### src/sv/ccrs_pkg.sv
// Shared constants and types of the conic column root solver.
package ccrs_pkg;

    localparam int COEF_W   = 16;
    localparam int FRAC     = 8;
    localparam int Y_FRAC   = 16;
    localparam int Y_SHIFT  = (Y_FRAC > FRAC) ? (Y_FRAC - FRAC) : 0;
    localparam int IDX_W    = 3;
    localparam int PROD_W   = 2 * COEF_W;
    localparam int B_W      = PROD_W;
    localparam int C_W      = 3 * COEF_W;
    localparam int DISC_W   = 64;
    localparam int ROOT_W   = DISC_W / 2;
    localparam int REM_W    = ROOT_W + 3;
    localparam int SQ_CELLS = ROOT_W;
    localparam int NUM_W    = B_W + 2 + Y_SHIFT;
    localparam int DEN_W    = COEF_W + 1;
    localparam int DV_CELLS = NUM_W;
    localparam int Y_W      = 32;

    localparam logic [IDX_W-1:0] REG_XX    = 3'd0;
    localparam logic [IDX_W-1:0] REG_XY    = 3'd1;
    localparam logic [IDX_W-1:0] REG_YY    = 3'd2;
    localparam logic [IDX_W-1:0] REG_X     = 3'd3;
    localparam logic [IDX_W-1:0] REG_Y     = 3'd4;
    localparam logic [IDX_W-1:0] REG_CONST = 3'd5;

    typedef struct packed {
        logic signed [COEF_W-1:0] xx;
        logic signed [COEF_W-1:0] xy;
        logic signed [COEF_W-1:0] yy;
        logic signed [COEF_W-1:0] x;
        logic signed [COEF_W-1:0] y;
        logic signed [COEF_W-1:0] cst;
    } t_coefs;

    typedef struct packed {
        logic [DISC_W-1:0]     v;
        logic [REM_W-1:0]      rem;
        logic [ROOT_W-1:0]     root;
        logic signed [B_W-1:0] b;
        logic [COEF_W-1:0]     x;
        logic                  degen;
        logic                  noroot;
    } t_sq;

    typedef struct packed {
        logic [NUM_W-1:0] n1;
        logic [NUM_W-1:0] n2;
        logic [DEN_W-1:0] d1;
        logic [DEN_W-1:0] d2;
        logic [DEN_W-1:0] rem1;
        logic [DEN_W-1:0] rem2;
        logic [NUM_W-1:0] q1;
        logic [NUM_W-1:0] q2;
        logic             neg1;
        logic             neg2;
        logic [COEF_W-1:0] x;
        logic             degen;
        logic             noroot;
    } t_dv;

endpackage

### src/sv/ccrs_sqrt_cell.sv
// One digit cell of the pipelined integer square root.
module ccrs_sqrt_cell import ccrs_pkg::*; (
    input  logic i_clk,
    input  logic i_rst_n,
    input  logic i_vld,
    input  t_sq  i_dat,
    output logic o_vld,
    output t_sq  o_dat
);

    logic [REM_W-1:0] w_rem;
    logic [REM_W-1:0] w_trial;
    logic             w_ge;

    assign w_rem   = {i_dat.rem[REM_W-3:0], i_dat.v[DISC_W-1 -: 2]};
    assign w_trial = REM_W'({i_dat.root, 2'b01});
    assign w_ge    = (w_rem >= w_trial);

    always_ff @(posedge i_clk) begin
        if (!i_rst_n) begin
            o_vld <= 1'b0;
        end else begin
            o_vld <= i_vld;
        end
    end

    always_ff @(posedge i_clk) begin
        o_dat.v      <= {i_dat.v[DISC_W-3:0], 2'b00};
        o_dat.rem    <= w_ge ? (w_rem - w_trial) : w_rem;
        o_dat.root   <= {i_dat.root[ROOT_W-2:0], w_ge};
        o_dat.b      <= i_dat.b;
        o_dat.x      <= i_dat.x;
        o_dat.degen  <= i_dat.degen;
        o_dat.noroot <= i_dat.noroot;
    end

endmodule

### config.mk
export PLATFORM = sky130hd
export DESIGN_NAME = ccrs_sqrt_cell
export DESIGN_NICKNAME = d
export VERILOG_FILES = /design/src/sv/ccrs_pkg.sv /design/src/sv/ccrs_sqrt_cell.sv
export SDC_FILE = /design/constraint.sdc
export NUM_CORES = 1
export LEC_CHECK = 0
export ABC_CLOCK_PERIOD_IN_PS = 3520
export BUFFER_PORTS_ARGS = -buffer_cell sky130_fd_sc_hd__buf_4
export CAP_MARGIN = 20
export CORE_AREA = 2 2 143 145
export CTS_BUF_LIST = sky130_fd_sc_hd__clkbuf_16
export DETAILED_ROUTE_END_ITERATION = 12
export DIE_AREA = 0 0 145 147
export GPL_TIMING_DRIVEN = 0
export SLEW_MARGIN = 20
export SYNTH_ARGS = -nofsm -noshare
export SYNTH_HDL_FRONTEND = slang
export SYNTH_SLANG_ARGS = --single-unit
### constraint.sdc
create_clock -name i_clk -period 3.52 [get_ports i_clk]
set_input_delay 0.528 -clock i_clk [delete_from_list [all_inputs] [get_ports i_clk]]
set_output_delay 0.528 -clock i_clk [all_outputs]
set_load 0.03 [all_outputs]
# Word-level counts from Yosys, hierarchy flattened
# Index checks and enable logic that the tools add are counted.
[totals] regBits=180 elab_cells=11
[classes] add_sub_neg=1 order_cmp=1 muxes=1
[op_table] op="$ge A35 B34 Y1" n=1
[op_table] op="$mux W35" n=1
[op_table] op="$sub A35 B34 Y35" n=1

# Depth between registers and ports, before layout
# Gate-level depths: netlist of run 1.
[depth] depth_word=2 depth_mapped=12 mapped_depth_nobuf=10

# Least setup slack after synthesis of run 1
# No wires, ideal clock.
[synth_path] path_type="input-to-reg" from="input i_dat[55] (netlist name)" to="register o_dat[110] (netlist name)" t_arrival_ps=2697 t_required_ps=3399 path_slack_ps=701 cell_stages=11 n_path_buf=1 cell_sequence="inv_1 -> ha_1 -> and4_1 -> nand3b_1 -> o2111a_1 -> o21a_4 -> a311oi_4 -> nor3_4 -> nor2_4 -> buf_8 -> mux2_4"
[synth_via] elab_chain_cells=2 word_cells_on_any_way=3 classes_between="add/sub: 1; order compare: 1; mux: 1"
[synth_rtl] element="from (decl)" line="ccrs_sqrt_cell.sv:6" text="input t_sq i_dat,"
[synth_rtl] element="$sub A35 B34 Y35 / $ge A35 B34 Y1 (equally long branches)" line="ccrs_sqrt_cell.sv:29, ccrs_sqrt_cell.sv:17"
[synth_rtl] element="$mux W35 (*)" line="ccrs_sqrt_cell.sv:29" text="o_dat.rem <= w_ge ? (w_rem - w_trial) : w_rem;"
[synth_rtl] element="to (decl)" line="ccrs_sqrt_cell.sv:8" text="output t_sq o_dat"
# Every way passes the cells marked *; elsewhere a longest branch is shown, timed or not.
# A chain may end at the register's enable or synchronous reset.

# Final worst setup path of run 1
[layout_path] from="input i_dat[64] (netlist name)" to="register o_dat[112] (netlist name)"
# The elaborated chain is that of the path after synthesis.

==> results of run 1 <==
-- path summary, 6_finish.rpt --
kind / cells after the start / to / slack [ns] / start
worst max-delay path: 12 / o_dat[112] / 0.66 / i_dat[64]
worst min-delay path: 1 / o_dat[9] / 0.19 / i_dat[9]
-- cells by family (layout without fill, tap and decap cells) --
group / Yosys count / count (layout) / share of synthesized area
DFF: 180 / 180 / 0.5746
AOI/OAI and AO/OA: 106 / 106 / 0.1211
and+or+nand+nor: 95 / 95 / 0.08001
buffers and inverters: 55 / 448 / 0.04130
adders and majority gates: 34 / 34 / 0.06784
muxes: 32 / 32 / 0.07123
xor gates and xnor gates: 31 / 31 / 0.04330
other: 1 / 2 / 0.0005980
-- Yosys cell counts (4+ instances only) --
master	number
a21oi_1	32
and2_1	5
o21ai_0	18
dfxtp_1	180
mux2_4	24
o21a_1	10
nand2_1	24
nor2_1	22
and3_1	5
mux2_2	5
o21bai_1	4
nor2b_1	4
xor2_1	11
ha_1	34
nor3_1	11
inv_1	44
clkbuf_1	4
a21o_1	9
nand4_1	8
xnor2_1	20
-- per-stage QoR --
stage / instance area [um2] / utilization / setup WS (ns) / hold WS (ns)
floorplan: 6275 / - / 0.7012 / 0.5557
global placement: 9323 / 0.4698 / 0.2306 / 0.6324
detailed placement: 9323 / 0.4698 / 0.1884 / 0.6335
CTS: 9906 / 0.4992 / 0.6402 / 0.1764
global route: 9906 / 0.4992 / 0.4983 / 0.1643
finish: 9906 / 0.4992 / 0.6576 / 0.1918
-- routing by layer --
metal | track usage | share of wire | vias up
met5 | 0 | 0.00074 | -
met2 | 0.3326 | 0.49 | 195
li1 | - | - | 2600
met1 | 0.2490 | 0.42 | 2439
met3 | 0.07826 | 0.081 | 15
met4 | 0.04901 | 0.0096 | 2
-- worst max-delay path: stages --
cell and delay [ns]:
buf_4 0.09, inv_1 0.04, ha_1 0.40, a21oi_2 0.26, o21ai_1 0.11, a21oi_1 0.19, o21ai_0 0.17, a311oi_4 0.41
nor3_4 0.10, nor2_4 0.33, buf_8 0.21, mux2_4 0.31
-- report_power, final --
| group | leakage, nW | switching [mW] | internal [mW] |
|---|---|---|---|
| combinational | 3.04 | 0.778 | 0.622 |
| sequential | 1.52 | 0.0472 | 2.21 |
| clock | 0.287 | 0.926 | 0.954 |
| total | 4.85 | 1.75 | 3.79 |
-- area by class of cell --
class,instances,area (um2)
fillers,1845,9938
flip-flops and latches,180,3603
repair buffers,361,2710
multi-input cells,300,2412
clock buffers,17,425.4
well taps,270,337.8
inverters,45,168.9
clock inverters,15,157.7
plain buffers,10,90.09
-- flip-flops by register name, summed over array words and instances, names as in the netlist --
signal  cells
o_vld       1
o_dat     179
==> results.json, run 1 <==
{
  "globalRouteTotalUtil": 0.2017,
  "area.growth.synth_to_final_pct": 57.96,
  "placed_cells_incl_taps": 1166,
  "max-clock-path-buffers": 2,
  "cts.hold.buffers_added": 0,
  "final_common_cell": "buf_4",
  "ys_types": 62,
  "critical_path_rt_ns": 3.83,
  "max_freq_ghz": 0.3494,
  "rsz_0062_raised_after_global_routing": "false",
  "clk_transition_reported_paths_ns": 0.08,
  "vdd_ir_drop_max_mv": 0.3026,
  "placement_rows": 52,
  "grt_start_max_net_pins": 20,
  "ys_seq_elements": 180,
  "synth_top_cell_by_area": "dfxtp_1",
  "chipHeight_um": 147,
  "synth_top_flop_cell": "dfxtp_1",
  "drv.max_cap_violation_count": 0,
  "place_hpwl_mm": 17.82,
  "drt_iter0_drc": 197,
  "cts_inserted_buffers": 17,
  "cts_post_setup_buffers_inserted": 0,
  "seq_area_frac_synth": 0.5746,
  "timing_max_transition_violations_final": 0,
  "tightestPinTransition_ns": 0.6363,
  "totalWireLength_mm": 21.62,
  "route.detailed.vias_per_inst": 4.383,
  "timing.hold.worst.class": "in2reg",
  "yosys_warnings": 0,
  "cp_data_arrival_time_ns": 3.17,
  "synthesis.instances": 534,
  "startpoint_kind_of_the_worst_setup_timing_path": "input port",
  "yosysTopAreaCellShare": 0.5746,
  "synth-async-reset-ratio": 0,
  "critical_path_peak_fanout": 10,
  "core_region_area_mm2": 0.01984,
  "first_global_vias": 5135,
  "ioPinCount": 366,
  "worst_slew_margin_rel": 0.5713,
  "cts_max_level": 4,
  "routabilityCongestion": 0.8654,
  "cts_num_sinks": 180,
  "end_kind": "flip-flop",
  "die_w_um": 145,
  "power.static_leakage_nw": 4.846,
  "instances_no_fill": 1198,
  "finalHoldViolCount": 0,
  "floorplan_die_area_mm2": 0.02132,
  "aggregate_global_routing_overflow": 0,
  "tritoncts": "done",
  "fin_setup_tns_ns": 0,
  "firstDrtPassIters": 4,
  "grt_pass1_wl_mm": 32.10,
  "route.detailed.drc": 0,
  "timing.final.setup_violations": 0,
  "run_status": "finished clean",
  "route.vias.total": 5251,
  "wire_per_inst_um": 18.05,
  "share_of_post_route_cells_with_drive_strength_above_1": 0.4763,
  "cts_resized": 0,
  "syn-mean-instance-area_um2": 11.74,
  "buffer_ports.inserted": 361,
  "yosys-top-cells-area": "dfxtp_1 57%, ha_1 6.8%, mux2_4 5.7%",
  "min_period_ns": 2.862,
  "cts-root-buf": "clkbuf_16",
  "layout_common_cells": "363 x buf_4, 180 x dfxtp_1, 45 x inv_1",
  "antenna_violations_before_repair": 1,
  "worstSetupPathType": "in2reg",
  "nNetsFinal": 1133,
  "antenna-diode-count": 0,
  "power.density_cell_area_mw_per_mm2": 559.2,
  "floorplan.initialDensity": 0.3160,
  "finalPower_mw": 5.539,
  "synth-edff-count": 0,
  "antenna_left": 0,
  "post-route-period-util": 0.8132,
  "syn-cell-area_mm2": 0.006271
}
(Power assumes the default switching activity.)
==> run 2, diff against run 1 <==
--- a/config.mk
+++ b/config.mk
@@ -5,7 +5,7 @@
 export SDC_FILE = /design/constraint.sdc
 export NUM_CORES = 1
 export LEC_CHECK = 0
-export ABC_CLOCK_PERIOD_IN_PS = 3520
+export ABC_CLOCK_PERIOD_IN_PS = 2900
 export BUFFER_PORTS_ARGS = -buffer_cell sky130_fd_sc_hd__buf_4
 export CAP_MARGIN = 20
 export CORE_AREA = 2 2 143 145
==> constraint.sdc (replaced) <==
create_clock -name i_clk -period 2.9 [get_ports i_clk]
set_input_delay 0.435 -clock i_clk [delete_from_list [all_inputs] [get_ports i_clk]]
set_output_delay 0.435 -clock i_clk [all_outputs]
set_load 0.03 [all_outputs]
==> results.json, run 2 (same netlist as run 1, synthesis figures left out) <==
{
  "vdd_ir_drop_max_mv": 0.3674,
  "buffer_ports.inserted": 361,
  "placed_cells_incl_taps": 1166,
  "floorplan_die_area_mm2": 0.02132,
  "place_hpwl_mm": 17.82,
  "power.switching_fraction": 0.3159,
  "timing.final.setup_violations": 0,
  "worstHoldPathCells": 1,
  "totalWireLength_mm": 21.63,
  "finalHoldViolCount": 0,
  "max-clock-path-buffers": 2,
  "share_of_post_route_cells_with_drive_strength_above_1": 0.4774,
  "power.density_cell_area_mw_per_mm2": 678.1,
  "power.static_leakage_nw": 4.857,
  "critical_path_rt_ns": 3.21,
  "route.detailed.vias_per_inst": 4.373,
  "route.vias.total": 5248,
  "firstDrtPassIters": 4,
  "cts_inserted_buffers": 17,
  "layout_common_cells": "365 x buf_4, 180 x dfxtp_1, 45 x inv_1",
  "power.net_switching_mw": 2.125,
  "end_kind": "flip-flop",
  "first_global_vias": 5135,
  "ioPinCount": 366,
  "power_frac_comb": 0.253,
  "nNetsFinal": 1135,
  "antenna-diode-count": 0,
  "run_status": "finished clean",
  "globalRouteTotalUtil": 0.2017,
  "die_w_um": 145,
  "worst_hold_margin_ns": 0.09894,
  "wire_per_inst_um": 18.02,
  "cp_data_arrival_time_ns": 2.99,
  "route.detailed.drc": 0,
  "area.growth.synth_to_final_pct": 58.20,
  "grt_pass1_wl_mm": 32.10,
  "tightestPinTransition_ns": 0.6302,
  "registers_with_the_highest_flip_flop_counts": "o_dat (179), o_vld (1)",
  "floorplan.initialDensity": 0.3160,
  "routabilityCongestion": 0.8654,
  "cts_max_level": 4,
  "timing.hold.worst.class": "in2reg",
  "chipHeight_um": 147,
  "antenna_violations_before_repair": 1,
  "cts_num_sinks": 180,
  "timing.hold.worst_endpoint": "o_dat[9]",
  "rsz_0062_raised_after_global_routing": "false",
  "cts_resized": 0,
  "min_period_ns": 2.671,
  "worst_slew_margin_rel": 0.5754,
  "hold_start": "i_dat[9]",
  "grt_start_max_net_pins": 20,
  "drt_iter0_drc": 207,
  "timing_max_transition_violations_final": 0,
  "p_int_mw": 4.602,
  "final_common_cell": "buf_4",
  "drv.max_cap_violation_count": 0,
  "aggregate_global_routing_overflow": 0,
  "tritoncts": "done",
  "cts.hold.buffers_added": 0,
  "largest_register_ff_count": 179,
  "power_frac_seq": 0.408,
  "clk_transition_reported_paths_ns": 0.08,
  "cts_post_setup_buffers_inserted": 0,
  "worstSetupPathType": "in2reg",
  "max_freq_ghz": 0.3744,
  "critical_path_peak_fanout": 10,
  "startpoint_kind_of_the_worst_setup_timing_path": "input port",
  "antenna_left": 0,
  "post-route-period-util": 0.9211,
  "cts-root-buf": "clkbuf_16",
  "power_frac_clock": 0.339,
  "core_region_area_mm2": 0.01984,
  "instances_no_fill": 1200,
  "finalPower_mw": 6.727,
  "largest_register": "o_dat",
  "placement_rows": 52
}
## run 2: power groups by stage
| stage | Clock, mW | Combinational [mW] | Sequential (mW) |
|---|---|---|---|
| finish | 2.28 | 1.70 | 2.74 |
| global route | 2.44 | 1.80 | 2.76 |
| CTS | 2.34 | 1.72 | 2.75 |
| detailed placement | 0 | 1.71 | 2.80 |
| global placement | 0 | 1.71 | 2.80 |
| floorplan | 0 | 0.578 | 3.24 |
## run 2: critical path: stages
cell,delay [ns]
buf_4,0.09
inv_1,0.04
ha_1,0.40
a21oi_2,0.26
o21ai_1,0.11
a21oi_1,0.19
o21ai_0,0.17
a311oi_4,0.41
nor3_4,0.10
nor2_4,0.12
buf_4,0.18
buf_12,0.16
mux2_4,0.30
## run 2: metrics by stage
stage	utilization	instance area [um2]	setup WS, ns	TNS (ns)
after CTS	0.4992	9906	0.1132	0
after detailed placement	0.4698	9323	-0.3386	-8.866
after global placement	0.4698	9323	-0.2964	-7.429
after global routing	0.4999	9921	0.08574	0
after floorplan	-	6275	0.1742	0
final	0.4999	9921	0.2289	0
## run 2: worst max-delay path by stage
stage,start,to,slack [ns],cells past startpoint
finish,i_dat[64],o_dat[97],0.23,13
CTS,i_dat[64],o_dat[112],0.11,12
global placement,i_dat[66],o_dat[112],-0.30,12
floorplan,i_dat[55],o_dat[110],0.17,11
detailed placement,i_dat[64],o_dat[112],-0.34,12
global route,i_dat[66],o_dat[92],0.09,13
## run 2: area by class of cell
class	count	area (um2)
clock inverter	15	157.7
tap	270	337.8
fill	1843	9923
inverter	45	168.9
clock buffer	17	425.4
buffer	10	90.09
timing repair buffer	363	2725
multi-input combinational	300	2412
sequential	180	3603
## run 2: metal layers
| metal | wire [um] | global-route usage | vias up |
|---|---|---|---|
| met5 | 16 | 0 | - |
| li1 | - | - | 2606 |
| met3 | 1736 | 0.07826 | 13 |
| met4 | 187 | 0.04901 | 2 |
| met2 | 10510 | 0.3326 | 191 |
| met1 | 9178 | 0.2490 | 2436 |
