==> src/sv/ccrs_pkg.sv <==
// Shared constants and types of the conic column root solver.
package ccrs_pkg;

    localparam int COEF_W   = 16;
    localparam int FRAC     = 8;
    localparam int Y_FRAC   = 16;
    localparam int Y_SHIFT  = (Y_FRAC > FRAC) ? (Y_FRAC - FRAC) : 0;
    localparam int IDX_W    = 3;
    localparam int PROD_W   = 2 * COEF_W;
    localparam int B_W      = PROD_W;
    localparam int C_W      = 3 * COEF_W;
    localparam int DISC_W   = 64;
    localparam int ROOT_W   = DISC_W / 2;
    localparam int REM_W    = ROOT_W + 3;
    localparam int SQ_CELLS = ROOT_W;
    localparam int NUM_W    = B_W + 2 + Y_SHIFT;
    localparam int DEN_W    = COEF_W + 1;
    localparam int DV_CELLS = NUM_W;
    localparam int Y_W      = 32;

    localparam logic [IDX_W-1:0] REG_XX    = 3'd0;
    localparam logic [IDX_W-1:0] REG_XY    = 3'd1;
    localparam logic [IDX_W-1:0] REG_YY    = 3'd2;
    localparam logic [IDX_W-1:0] REG_X     = 3'd3;
    localparam logic [IDX_W-1:0] REG_Y     = 3'd4;
    localparam logic [IDX_W-1:0] REG_CONST = 3'd5;

    typedef struct packed {
        logic signed [COEF_W-1:0] xx;
        logic signed [COEF_W-1:0] xy;
        logic signed [COEF_W-1:0] yy;
        logic signed [COEF_W-1:0] x;
        logic signed [COEF_W-1:0] y;
        logic signed [COEF_W-1:0] cst;
    } t_coefs;

    typedef struct packed {
        logic [DISC_W-1:0]     v;
        logic [REM_W-1:0]      rem;
        logic [ROOT_W-1:0]     root;
        logic signed [B_W-1:0] b;
        logic [COEF_W-1:0]     x;
        logic                  degen;
        logic                  noroot;
    } t_sq;

    typedef struct packed {
        logic [NUM_W-1:0] n1;
        logic [NUM_W-1:0] n2;
        logic [DEN_W-1:0] d1;
        logic [DEN_W-1:0] d2;
        logic [DEN_W-1:0] rem1;
        logic [DEN_W-1:0] rem2;
        logic [NUM_W-1:0] q1;
        logic [NUM_W-1:0] q2;
        logic             neg1;
        logic             neg2;
        logic [COEF_W-1:0] x;
        logic             degen;
        logic             noroot;
    } t_dv;

endpackage

==> src/sv/ccrs_div_cell.sv <==
// One quotient-bit cell of the two pipelined restoring dividers.
module ccrs_div_cell import ccrs_pkg::*; (
    input  logic i_clk,
    input  logic i_rst_n,
    input  logic i_vld,
    input  t_dv  i_dat,
    output logic o_vld,
    output t_dv  o_dat
);

    logic [DEN_W:0] w_r1, w_r2, w_s1, w_s2;
    logic           w_ge1, w_ge2;

    assign w_r1  = {i_dat.rem1, i_dat.n1[NUM_W-1]};
    assign w_r2  = {i_dat.rem2, i_dat.n2[NUM_W-1]};
    assign w_ge1 = (w_r1 >= {1'b0, i_dat.d1});
    assign w_ge2 = (w_r2 >= {1'b0, i_dat.d2});
    assign w_s1  = w_r1 - {1'b0, i_dat.d1};
    assign w_s2  = w_r2 - {1'b0, i_dat.d2};

    always_ff @(posedge i_clk) begin
        if (!i_rst_n) begin
            o_vld <= 1'b0;
        end else begin
            o_vld <= i_vld;
        end
    end

    always_ff @(posedge i_clk) begin
        o_dat.n1     <= {i_dat.n1[NUM_W-2:0], 1'b0};
        o_dat.n2     <= {i_dat.n2[NUM_W-2:0], 1'b0};
        o_dat.d1     <= i_dat.d1;
        o_dat.d2     <= i_dat.d2;
        o_dat.rem1   <= w_ge1 ? w_s1[DEN_W-1:0] : w_r1[DEN_W-1:0];
        o_dat.rem2   <= w_ge2 ? w_s2[DEN_W-1:0] : w_r2[DEN_W-1:0];
        o_dat.q1     <= {i_dat.q1[NUM_W-2:0], w_ge1};
        o_dat.q2     <= {i_dat.q2[NUM_W-2:0], w_ge2};
        o_dat.neg1   <= i_dat.neg1;
        o_dat.neg2   <= i_dat.neg2;
        o_dat.x      <= i_dat.x;
        o_dat.degen  <= i_dat.degen;
        o_dat.noroot <= i_dat.noroot;
    end

endmodule
==> config.mk <==
export PLATFORM = sky130hd
export DESIGN_NAME = ccrs_div_cell
export DESIGN_NICKNAME = d
export VERILOG_FILES = /design/src/sv/ccrs_pkg.sv /design/src/sv/ccrs_div_cell.sv
export SDC_FILE = /design/constraint.sdc
export NUM_CORES = 1
export LEC_CHECK = 0
export ABC_CLOCK_PERIOD_IN_PS = 3670
export BUFFER_PORTS_ARGS = -buffer_cell sky130_fd_sc_hd__buf_2
export CAP_MARGIN = 20
export CORE_AREA = 2 2 200 202
export CTS_CLUSTER_SIZE = 40
export DETAILED_ROUTE_END_ITERATION = 6
export DIE_AREA = 0 0 202 204
export GPL_TIMING_DRIVEN = 0
export SYNTH_ARGS = -nofsm -noshare
export SYNTH_HDL_FRONTEND = slang
export SYNTH_SLANG_ARGS = --single-unit
==> constraint.sdc <==
create_clock -name i_clk -period 3.67 [get_ports i_clk]
set_input_delay 0.5505 -clock i_clk [delete_from_list [all_inputs] [get_ports i_clk]]
set_output_delay 0.5505 -clock i_clk [all_outputs]
set_load 0.03 [all_outputs]
# Word-level counts from Yosys, hierarchy flattened
# Index checks and enable logic that the tools add are counted.
[totals]
ff_bits = 255
input_bits = 259
out_inout_bits = 257
[classes]
n_addsub = 2
n_mux = 2
order_cmp = 2
[ops]
columns = ["op", "count"]
rows = [
  [">= comparator 18 x 17 -> 1 bit", 2],
  ["two-way mux 17 bit", 2],
  ["subtractor 17 bit", 2],
]

# Longest topological paths before layout
# Gate-level depths: netlist of run 1.
[depth]
word_depth = 2
ltp_mapped = 12

# Worst setup path after synthesis of run 1
# OpenSTA, ideal clock, no wires.
[synth_timing]
path_type = "input port to flip-flop"
startpoint = "in i_dat[255] in the netlist's numbering"
endpoint = "reg o_dat[123] in the netlist's numbering"
path_stages = 12
arrival_time_ns = 2.542
setup_ns = 0.121
slack_ns = 1.007
cell_sequence = "inv_1 ha_1 inv_1 fa_1 a21o_1 a221oi_2 o21ai_1 a211oi_2 inv_2 buf_4 nor2_1 a21oi_1"
[synth_between]
elab_chain_len = 2
[synth_rtl]
columns = ["item", "line_no", "text"]
rows = [
  ["start, declared", "ccrs_div_cell.sv:6", "input t_dv i_dat,"],
  ["subtractor 17 bit or >= comparator 18 x 17 -> 1 bit (tied branches)", "ccrs_div_cell.sv:18, ccrs_div_cell.sv:16", ""],
  ["two-way mux 17 bit *", "ccrs_div_cell.sv:34", "o_dat.rem1 <= w_ge1 ? w_s1[DEN_W-1:0] : w_r1[DEN_W-1:0];"],
  ["end, declared", "ccrs_div_cell.sv:8", "output t_dv o_dat"],
]
# Every way passes the cells marked *; elsewhere a longest branch is shown, timed or not.
# A chain may end at the register's enable or synchronous reset.

# Final worst setup path of run 1
[layout_timing]
startpoint = "in i_dat[255] in the netlist's numbering"
endpoint = "reg o_dat[127] in the netlist's numbering"
[layout_between]
elab_chain_len = 2
[layout_rtl]
columns = ["item", "line_no", "text"]
rows = [
  [">= comparator 18 x 17 -> 1 bit", "ccrs_div_cell.sv:16", "assign w_ge1 = (w_r1 >= {1'b0, i_dat.d1});"],
  ["named net w_ge1", "ccrs_div_cell.sv:12", "logic w_ge1, w_ge2;"],
  ["two-way mux 17 bit", "ccrs_div_cell.sv:34", ""],
]
# The timed path passes the listed nets, and every way through them passes these cells.

==> summary.txt, run 1 <==
status -> finished clean
share of layout cells above drive strength 1 -> 0.5026
GRT Total Usage -> 0.1248
Synth Instances -> 600
endpoints failing setup -> 0
drt drc -> 0
largest net degree at the start of global routing -> 16
hold buffers post-CTS -> 0
commonest non-fill, non-tap cell in the layout -> buf_2
vias in the first global route -> 6250
chip width -> 202 µm
Worst Path Buf+Inv -> 5
Ys Warns -> 0
max incr delay on CP -> 500 ps
unrepaired setup endpoints after global routing -> no
max-cap viol count -> 0
Final Util -> 0.2970
Slew Limit Fails -> 0
CTS tree -> done
Critical Path AT -> 3430 ps
drt first-iter violations -> 220
I/O Buffers -> 511
Placer Congestion -> 0.8178
die area -> 41210 µm²
slowest CP cell -> a211oi_2
Overflow after GRT -> 0
pwr dens -> 617.8 nW/µm²
worst hold path type -> in -> reg
deepest clock path buffer count -> 3
critical path, cell by cell -> buf_2, inv_1, ha_1, inv_1, fa_1, a21o_1, a221oi_2, o21ai_1, a211oi_2, inv_2, buf_2, a21oi_1
total CTS buffers -> 29
post-DP HPWL -> 22920 µm
Leak -> 5.817 nW
# IOs -> 516
Mean Syn Cell Area -> 12.42 µm²
height of the die -> 204 µm
Synth Flop Type -> dfxtp_1
Core Area -> 39180 µm²
first-pass GRT wire length -> 38870 µm
fmax -> 335.0 MHz
EDFF count, synth -> 0
CP endpoint kind -> flop
Max transition margin -> 0.5809
Max VDD drop -> 0.0003332 V
Initial Util -> 0.1902
post-CTS resize count -> 0
post-route ant nets -> 0
first drt pass iteration count -> 4
synth-to-layout area growth -> 56.15%
WL per Instance -> 16.50 µm
Setup Buffers After CTS -> 0
Synth Cell Area -> 7452 µm²
Layout Nets -> 1438
Synth cell types -> 62
DP Cell Count -> 1637
Power Total -> 7.188 mW
Async S/R FF share, synth -> 0
cell family with most CP delay -> compound AO/OA/AOI/OAI gates
Non-Filler Instances -> 1694
post-synthesis sequential area ratio -> 0.6850
setup TNS -> 0 ps
routed via count -> 6432
Hold Violations, Final -> 0
via/cell ratio -> 3.797
num rows -> 73
WP data required -> 4110 ps
Worst Path Max Fanout -> 10
Worst-path clk slew -> 60 ps
H-tree depth -> 1
leading cell types in the layout, fill and taps excluded -> 513 x buf_2, 255 x dfxtp_1, 47 x inv_1
#FFs+latches synth -> 255
Worst Tran Pin Value -> 622.0 ps
crit path launch type -> input pin
crit path time final -> 2985 ps
Worst Setup Path Type -> in -> reg
Final period util -> 0.8134
initial antenna violation count -> 5
Root Buffer Master -> clkbuf_16
clk sinks -> 255
Post-Route WL -> 27960 µm
==> logic make-up (layout without fill, tap and decap cells) <==
| group | Yosys count | count (layout) | share of synthesized area |
|---|---|---|---|
| xor gates and xnor gates | 22 | 22 | 0.02586 |
| and+or+nand+nor | 93 | 93 | 0.05977 |
| AOI/OAI and AO/OA | 119 | 119 | 0.1088 |
| buffers and inverters | 60 | 623 | 0.03324 |
| other | 1 | 7 | 0.0005032 |
| DFF | 255 | 255 | 0.6850 |
| adders and majority gates | 36 | 36 | 0.06246 |
| muxes | 14 | 14 | 0.02434 |
==> final timing paths <==
| check | start | endpoint | slack (ps) | cells past startpoint |
|---|---|---|---|---|
| worst max-delay path | i_dat[255] | o_dat[127] | 680 | 12 |
| worst min-delay path | i_dat[175] | o_dat[176] | 70 | 1 |
==> area by class of cell <==
cell class / count / area (µm²)
Fill cell: 4064 / 27550
Tap cell: 525 / 656.9
Buffer: 12 / 67.56
Sequential cell: 255 / 5105
Clock inverter: 13 / 150.1
Inverter: 48 / 180.2
Multi-Input combinational cell: 286 / 2103
Timing Repair Buffer: 511 / 2557
Antenna cell: 5 / 12.51
Clock buffer: 39 / 803.3
==> synth_stat cells, types with 4 or more instances <==
cell / count / area [µm²]
dfxtp_1: 255 / 5105
inv_1: 47 / 176.4
a21oi_1: 38 / 190.2
ha_1: 34 / 425.4
nor2_1: 31 / 116.4
nand2_1: 20 / 75.07
o21ai_0: 19 / 95.09
xnor2_1: 13 / 113.9
a21o_1: 12 / 90.09
xor2_1: 9 / 78.83
mux2_4: 7 / 105.1
nor3_1: 7 / 35.03
clkbuf_1: 5 / 18.77
mux2_2: 5 / 56.30
nand2b_1: 5 / 31.28
nand3_1: 5 / 25.02
nand4_1: 5 / 31.28
and2_1: 4 / 25.02
==> per-layer routing <==
metal / wire (µm) / up-vias / GRT usage
met5: 26 / - / 0
met3: 2169 / 43 / 0.03412
li1: - / 3132 / -
met4: 620 / 4 / 0.04464
met2: 12760 / 284 / 0.1985
met1: 12380 / 2969 / 0.1621
==> state kept, by name, indices dropped and copies added, names as in the netlist <==
signal,flops
o_vld,1
o_dat,254
==> metrics by stage <==
step | worst slack, ps | instance area, µm² | hold WS [ps]
2_1_floorplan | 1007 | 7456 | 578.2
3_3_place_gp | 64.51 | 10670 | 653.4
3_5_place_dp | 82.16 | 10670 | 654.1
4_1_cts | 666.7 | 11620 | 38.95
5_1_grt | 486.9 | 11630 | 28.81
6_report | 684.7 | 11640 | 73.27
==> power by group <==
part	internal, mW	total [mW]	switching, mW
registers	2.98	3.03	0.0510
clock network	1.69	2.87	1.19
logic	0.435	1.28	0.849
Power figures use the tool's default switching activity.
==> run 2, diff against run 1 <==
--- a/config.mk
+++ b/config.mk
@@ -5,13 +5,13 @@
 export SDC_FILE = /design/constraint.sdc
 export NUM_CORES = 1
 export LEC_CHECK = 0
-export ABC_CLOCK_PERIOD_IN_PS = 3670
+export ABC_CLOCK_PERIOD_IN_PS = 2900
 export BUFFER_PORTS_ARGS = -buffer_cell sky130_fd_sc_hd__buf_2
 export CAP_MARGIN = 20
-export CORE_AREA = 2 2 200 202
+export CORE_AREA = 2 2 201 203
 export CTS_CLUSTER_SIZE = 40
 export DETAILED_ROUTE_END_ITERATION = 6
-export DIE_AREA = 0 0 202 204
+export DIE_AREA = 0 0 203 205
 export GPL_TIMING_DRIVEN = 0
 export SYNTH_ARGS = -nofsm -noshare
 export SYNTH_HDL_FRONTEND = slang
==> constraint.sdc (replaced) <==
create_clock -name i_clk -period 2.9 [get_ports i_clk]
set_input_delay 0.435 -clock i_clk [delete_from_list [all_inputs] [get_ports i_clk]]
set_output_delay 0.435 -clock i_clk [all_outputs]
set_load 0.03 [all_outputs]
==> run 2 against run 1 <==
  * Die area rose by 0.99%
  * Largest cell class unchanged
  * Worst hold slack got worse by 35 ps
  * Power rose by 24%
  * Sequential cell count did not move
  * First-iteration DRC count rose by 65%
  * Global-route usage rose by 1.1 points
==> summary.txt, run 2 (synthesized netlist as in run 1, its figures left out) <==
status -> finished clean
endpoints failing setup -> 0
deepest clock path buffer count -> 3
multi-input logic area -> 2121 µm²
Placer Congestion -> 0.8449
pre-CTS setup slack -> -366.6 ps
Worst-path clk slew -> 60 ps
share of layout cells above drive strength 1 -> 0.4229
Worst Setup Path Type -> in -> reg
Critical Path AT -> 3290 ps
Non-Filler Instances -> 1900
# IOs -> 516
max reg flops -> 254
chip width -> 203 µm
max-cap viol count -> 0
CTS tree -> done
drt first-iter violations -> 364
grt met2 use -> 0.2347
Top reg by flops -> o_dat
met1 usage -> 0.1510
Worst Path Max Fanout -> 10
Slew Limit Fails -> 0
via/cell ratio -> 3.841
num rows -> 73
Overflow after GRT -> 0
H-tree depth -> 1
Core Area -> 39370 µm²
pwr dens -> 655.4 nW/µm²
first-pass GRT wire length -> 43410 µm
fmax -> 352.1 MHz
Max VDD drop -> 0.0003863 V
drt drc -> 0
initial antenna violation count -> 3
CP endpoint kind -> flop
GRT busiest layer -> met2
WL per Instance -> 16.09 µm
DP Cell Count -> 1637
first drt pass iteration count -> 4
I/O Buffers -> 511
post-route ant nets -> 0
vias in the first global route -> 7639
worst hold path type -> in -> reg
routed via count -> 7297
Post-Route WL -> 30560 µm
Leak -> 6.647 nW
synth-to-layout area growth -> 83.01%
post-DP HPWL -> 21980 µm
height of the die -> 205 µm
Initial Util -> 0.1893
WP data required -> 3350 ps
crit path launch type -> input pin
largest registers -> o_dat (254), o_vld (1)
leading cell types in the layout, fill and taps excluded -> 513 x buf_2, 255 x dfxtp_1, 212 x dlygate4sd3_1
Layout Nets -> 1649
die area -> 41620 µm²
commonest non-fill, non-tap cell in the layout -> buf_2
# fillers -> 3873
Hold Violations, Final -> 0
PnR worst setup slack -> 60.24 ps
Critical Path Start -> i_dat[163]
Root Buffer Master -> clkbuf_16
Sequential Area -> 5105 µm²
clk sinks -> 255
largest net degree at the start of global routing -> 14
min-delay src -> i_dat[164]
crit path time final -> 2840 ps
GRT Total Usage -> 0.1353
global routing usage on met3 -> 0.03182
Final period util -> 0.9792
total CTS buffers -> 27
==> run 2: cell count changes in the layout (fill, tap and decap cells not counted), sizes merged <==
cell / delta
buf: +1
diode: -4
inv: -3
bufinv: -2
clkbuf: +2
clkinvlp: -1
dlygate4sd3: +212
clkinv: +1
==> run 2: metal layers <==
layer | vias to the layer above | routed length [µm] | share of wire
met3 | 63 | 2185 | 0.071
met1 | 3391 | 11800 | 0.39
li1 | 3547 | - | -
met4 | 2 | 1678 | 0.055
met2 | 294 | 14880 | 0.49
met5 | - | 16 | 0.00052
==> run 2: cell type report <==
class | instances | share of cell area
Sequential cell | 255 | 0.3743
Timing Repair Buffer | 724 | 0.3437
Multi-Input combinational cell | 286 | 0.1555
Clock buffer | 41 | 0.05633
Tap cell | 525 | 0.04817
Inverter | 48 | 0.01321
Buffer | 12 | 0.004954
Clock inverter | 8 | 0.003670
Antenna cell | 1 | 0.0001835
==> run 2: what timing repair did <==
action / 4_1_cts / 5_1_grt
setup buffers: 0 / 1
resized for setup: 0 / 4
setup endpoints to repair: 0 / 16
hold buffers: 212 / 0
hold endpoints to repair: 212 / 0
==> run 2: where the power goes <==
| group | internal (mW) | switching, mW | leakage (nW) |
|---|---|---|---|
| clock network | 1.83 | 1.39 | 0.402 |
| logic | 0.742 | 1.13 | 4.09 |
| registers | 3.77 | 0.0709 | 2.15 |
==> run 2: worst max-delay path: stages <==
cell and delay (ps):
dlygate4sd3_1 520, buf_2 120, inv_1 40, ha_1 250
clkbuf_1 200, a2111oi_1 450, o21ai_1 260, a211oi_4 390
inv_2 180, buf_2 230, a21oi_1 190
==> run 2: worst paths after layout <==
check                     to  depth (start not counted)
setup / recovery  o_dat[126]                         11
hold / removal    o_dat[164]                          1
==> run 2: stage by stage <==
| step | hold WS (ps) | cell area, µm² | total power, mW | setup TNS (ps) | util |
|---|---|---|---|---|---|
| 2_1_floorplan | 462.7 | 7456 | 4.918 | 0 | - |
| 3_3_place_gp | 537.2 | 10670 | 5.529 | -4230 | 0.2710 |
| 3_5_place_dp | 538.6 | 10670 | 5.542 | -4614 | 0.2710 |
| 4_1_cts | 1.786 | 13610 | 9.029 | 0 | 0.3457 |
| 5_1_grt | 12.22 | 13640 | 9.312 | -56.90 | 0.3464 |
| 6_report | 38.03 | 13640 | 8.938 | 0 | 0.3464 |
